## src/rtl/per_account_low_watermark_table_macros.svh

```systemverilog
// Assertion macros used by the low watermark table top level.
`ifndef PER_ACCOUNT_LOW_WATERMARK_TABLE_MACROS_SVH
`define PER_ACCOUNT_LOW_WATERMARK_TABLE_MACROS_SVH
`ifndef SYNTHESIS
`define PLWM_ASSERT_IMPLIES(lbl, clk, rst, ante, cons) \
   lbl: assert property (@(posedge clk) disable iff (rst) (ante) |-> (cons)) \
      else $error("assertion failed");
`define PLWM_ASSERT_NEXT(lbl, clk, rst, ante, cons) \
   lbl: assert property (@(posedge clk) disable iff (rst) (ante) |=> (cons)) \
      else $error("assertion failed");
`else
`define PLWM_ASSERT_IMPLIES(lbl, clk, rst, ante, cons)
`define PLWM_ASSERT_NEXT(lbl, clk, rst, ante, cons)
`endif
`endif

```

## src/rtl/plwm_pkg.sv

```systemverilog
// Types and constants shared by the low watermark table.
package plwm_pkg;
   localparam int TYPES = 4;
   localparam logic [63:0] ALL_ONES = '1;

   localparam logic [1:0] CMD_ADD    = 2'd0;
   localparam logic [1:0] CMD_DELETE = 2'd1;
   localparam logic [1:0] CMD_UPDATE = 2'd2;
   localparam logic [1:0] CMD_QUERY  = 2'd3;

   localparam logic [1:0] ST_OK        = 2'd0;
   localparam logic [1:0] ST_NOT_FOUND = 2'd1;
   localparam logic [1:0] ST_FULL      = 2'd2;

   typedef struct packed {
      logic             valid;
      logic [TYPES-1:0] tracked;
      logic [63:0]      key;
   } meta_type;

   typedef struct packed {
      logic [63:0]            wmark;
      logic [TYPES-1:0][63:0] height;
   } row_type;
endpackage

```

## src/rtl/plwm_meta_mem.sv

```systemverilog
// Account directory memory: valid flag, tracked types and key per entry.
module plwm_meta_mem #(
   parameter int ACCOUNTS = 16,
   parameter int AW = 4
) (
   input  logic                clock,
   input  logic                wr_en,
   input  logic [AW-1:0]       wr_addr,
   input  plwm_pkg::meta_type  wr_data,
   input  logic [AW-1:0]       rd_addr,
   output plwm_pkg::meta_type  rd_data
);
   plwm_pkg::meta_type mem [ACCOUNTS];

   always_ff @(posedge clock) begin
      if (wr_en) begin
         mem[wr_addr] <= wr_data;
      end
      rd_data <= mem[rd_addr];
   end
endmodule

```

## config.mk

```make
export PLATFORM = sky130hd
export DESIGN_NAME = plwm_meta_mem
export DESIGN_NICKNAME = d
export VERILOG_FILES = /design/src/rtl/per_account_low_watermark_table_macros.svh /design/src/rtl/plwm_pkg.sv /design/src/rtl/plwm_meta_mem.sv
export SDC_FILE = /design/constraint.sdc
export NUM_CORES = 1
export LEC_CHECK = 0
export BUFFER_PORTS_ARGS = -buffer_cell sky130_fd_sc_hd__clkbuf_2
export CAP_MARGIN = 0
export CORE_MARGIN = 1
export CORE_UTILIZATION = 55
export DETAILED_ROUTE_END_ITERATION = 10
export GPL_TIMING_DRIVEN = 0
export PLACE_DENSITY_LB_ADDON = 0.15
export REMOVE_ABC_BUFFERS = 1
export SLEW_MARGIN = 20
export SYNTH_ARGS = -nofsm -noshare
export SYNTH_HDL_FRONTEND = slang
export SYNTH_SLANG_ARGS = --single-unit
export TNS_END_PERCENT = 30
```

## constraint.sdc

```tcl
create_clock -name clock -period 9.05 [get_ports clock]
set_input_delay 0.905 -clock clock [delete_from_list [all_inputs] [get_ports clock]]
set_output_delay 0.905 -clock clock [all_outputs]
set_load 0.1 [all_outputs]
```

==> flow_metrics.tcl <==
set metrics [dict create \
    status "finished, final reports clean" \
    synth_common_cells "1104 x edfxtp_1, 276 x mux4_2, 138 x a22oi_1, 70 x nand2_1, 69 x dfxtp_1" \
    grt_pass1_wl_um 133000 \
    final_max_slew_viol_count 0 \
    rsz0062_at_grt "false" \
    synth_edf_count 1104 \
    seqPwrFrac_pct 52.7 \
    clk_pin_slew_ns 0.06 \
    syn_to_final_growth_pct 18.1 \
    drc 0 \
    synth_warnings 0 \
    viasPerCell 6.10 \
    antenna_found_initial 6 \
    startpoint_type "primary input" \
    ys_seq_area_share_pct 80.9 \
    synth.area.top_cells "edfxtp_1 78%, mux4_2 15%, dfxtp_1 3.2%" \
    firstDrtPassIters 5 \
    cts_resized 0 \
    hold_viol 0 \
    synth_cells 1776 \
    period_minus_slack_ns 3.12 \
    fillers 4821 \
    syn_avg_cell_area_sq_um 24.0 \
    synth_top_cell_by_area "edfxtp_1" \
    grt-ovfl-total 0 \
    ir_drop_mv 0.164 \
    hold-path-cell-count 1 \
    initial_core_util_pct 55.9 \
    final_util_pct 66.1 \
    grt_use_total_pct 23.7 \
    pin_count 148 \
    drive_gt1_share_pct 34.3 \
    cp_max_fo 52 \
    clk_latency_ns 0.68 \
    async_flop_share_pct 0 \
    synth_top_area_share_pct 77.7 \
    clock_skew_ns 0.0201 \
    setup.reg_to_reg.worst_slack_ns 7.65 \
    internal-power_uw 9040 \
    cts_root_buf "clkbuf_16" \
    synth_flop_cell "edfxtp_1" \
    cts_sinks 1173 \
    crit_required_ns 9.59 \
    fp.dieArea_sq_mm 0.0787 \
    hold_ws_ns 0.639 \
    cts_tree "done" \
    chipHeight_um 281 \
    routabilityCongestion 0.669 \
    post_cts_buffers 0 \
    worstMarginPinSlew_ns 0.786 \
    grt_max_degree 79 \
    pre_cts_slack_ns 5.11 \
    timing.fmax_ghz 0.320 \
    holdPathEnd "mem[4][42]" \
    pwr-share-comb_pct 7.0 \
    ys_ff_latch 1173 \
    hp-class "primary input to flip-flop" \
    r2r_end "rd_data[48]" \
    slew_headroom_pct 47.3 \
    cap_violations 0 \
    die_w_um 281 \
    dpl.hpwl_um 56300 \
    wirelength_um 90600 \
    htreeDepth 3 \
    nNetsFinal 2148 \
    ant_nets 0 \
    p_leak_uw 0.0165 \
    reg2reg_depth 3 \
    yosysMostFrequentCell "edfxtp_1" \
    ys_types 18 \
    critPathCaptureType "flip-flop" \
    timing.rr.start "mem[14][48]" \
    min_period_over_period_pct 34.5 \
    wl_per_cell_um 28.3 \
    power_density_mw_per_mm2 230 \
    pwr-share-clk_pct 40.3 \
    arrival_ns 3.67 \
    num_vias 19500 \
    cts_made_buffers 113 \
    multi_input_area_sq_mm 0.00778 \
    seq_area_sq_mm 0.0345 \
    hp-start "wr_data[42]" \
    switching_share_pct 22.1 \
    hold_buffers 0 \
    cts.path.max_buffers 3 \
    power.switching_uw 2560 \
    drt-initial-drc-count 1972 \
    coreArea_sq_mm 0.0763 \
    port_buffers 147 \
    worst_slack_ns 5.93 \
    critical_path_class "primary input to flip-flop" \
    num_rows 101 \
    grt_pass1_vias 20100 \
    setup_viol 0 \
    synth_area_sq_mm 0.0427 \
]
## layer usage
layer / GRT usage (%) / share of wire (%)
met1: 36.1 / 44
met2: 36.2 / 48
met3: 4.01 / 6.9
met4: 5.97 / 1.7
met5: 0 / 0.064
## layout make-up
cell class / instances / share of cell area (%)
Sequential cell: 1173 / 68.5
Multi-Input combinational cell: 510 / 15.4
Clock buffer: 147 / 6.23
Timing Repair Buffer: 271 / 6.10
Tap cell: 1030 / 2.56
Clock inverter: 64 / 1.18
Antenna cell: 3 / 0.0149
## power by group through the flow
stage	clock, uW	combinational (uW)	sequential, uW
global placement	0	873	6240
global route	4940	853	6120
finish	4680	811	6110
CTS	4750	819	6120
detailed placement	0	817	6230
floorplan	0	232	6490
## critical path, stage by stage
cell,delay [ns]
clkbuf_8,0.49
buf_16,0.40
buf_16,0.35
buf_16,0.37
mux4_2,0.56
a22oi_1,0.25
nand2_1,0.14
## through the flow
stage | std cells | power, uW | setup TNS (ns) | instance area, sq um
after global placement | 2860 | 7120 | -1313.79 | 44200
after CTS | 3195 | 11700 | 0 | 50400
after global routing | 3196 | 11900 | 0 | 50400
after detailed placement | 2984 | 7050 | 0 | 46700
after floorplan | 1683 | 6720 | 0 | 42200
final | 3198 | 11600 | 0 | 50400
## flip-flops by register name, indices dropped and copies added, names as in the netlist
name and flops:
mem 1104, rd_data 69
## cell families after synthesis
kind of cell,count (synthesis),synth area share [%]
flip-flops,1173,80.9
multiplexers,276,14.6
AO/OA/AOI/OAI,138,2.43
AND/OR/NAND/NOR,96,0.917
buffers and inverters,93,1.21
## cells in the final DEF, fill, tap and decap left out
master	synthesis	layout
a22oi_1	138	138
and2_4	0	1
buf_12	0	19
buf_16	0	56
buf_4	14	41
buf_6	13	7
buf_8	0	1
bufinv_16	0	10
clkbuf_1	34	21
clkbuf_16	0	118
clkbuf_2	0	145
clkbuf_8	0	10
clkinv_1	0	16
clkinv_2	0	26
clkinv_4	0	3
clkinv_8	0	1
clkinvlp_4	0	8
dfxtp_1	69	69
diode_2	0	3
edfxtp_1	1104	1104
mux4_2	276	276
nand2_1	70	70
nand2b_1	2	2
nand3_1	1	1
nand3b_1	2	2
nor2_4	0	13
nor2b_4	0	2
nor3_2	0	4
or3b_2	1	1
## worst max path at each step
stage	startpoint	to	cells past startpoint
after global routing	rd_addr[0]	rd_data[17]	7
after CTS	rd_addr[0]	rd_data[17]	7
final	rd_addr[0]	rd_data[17]	7
after global placement	wr_addr[2]	mem[0][1]	3
after floorplan	wr_addr[2]	mem[0][0]	2
after detailed placement	rd_addr[0]	rd_data[17]	7
(Power assumes the default switching activity.)
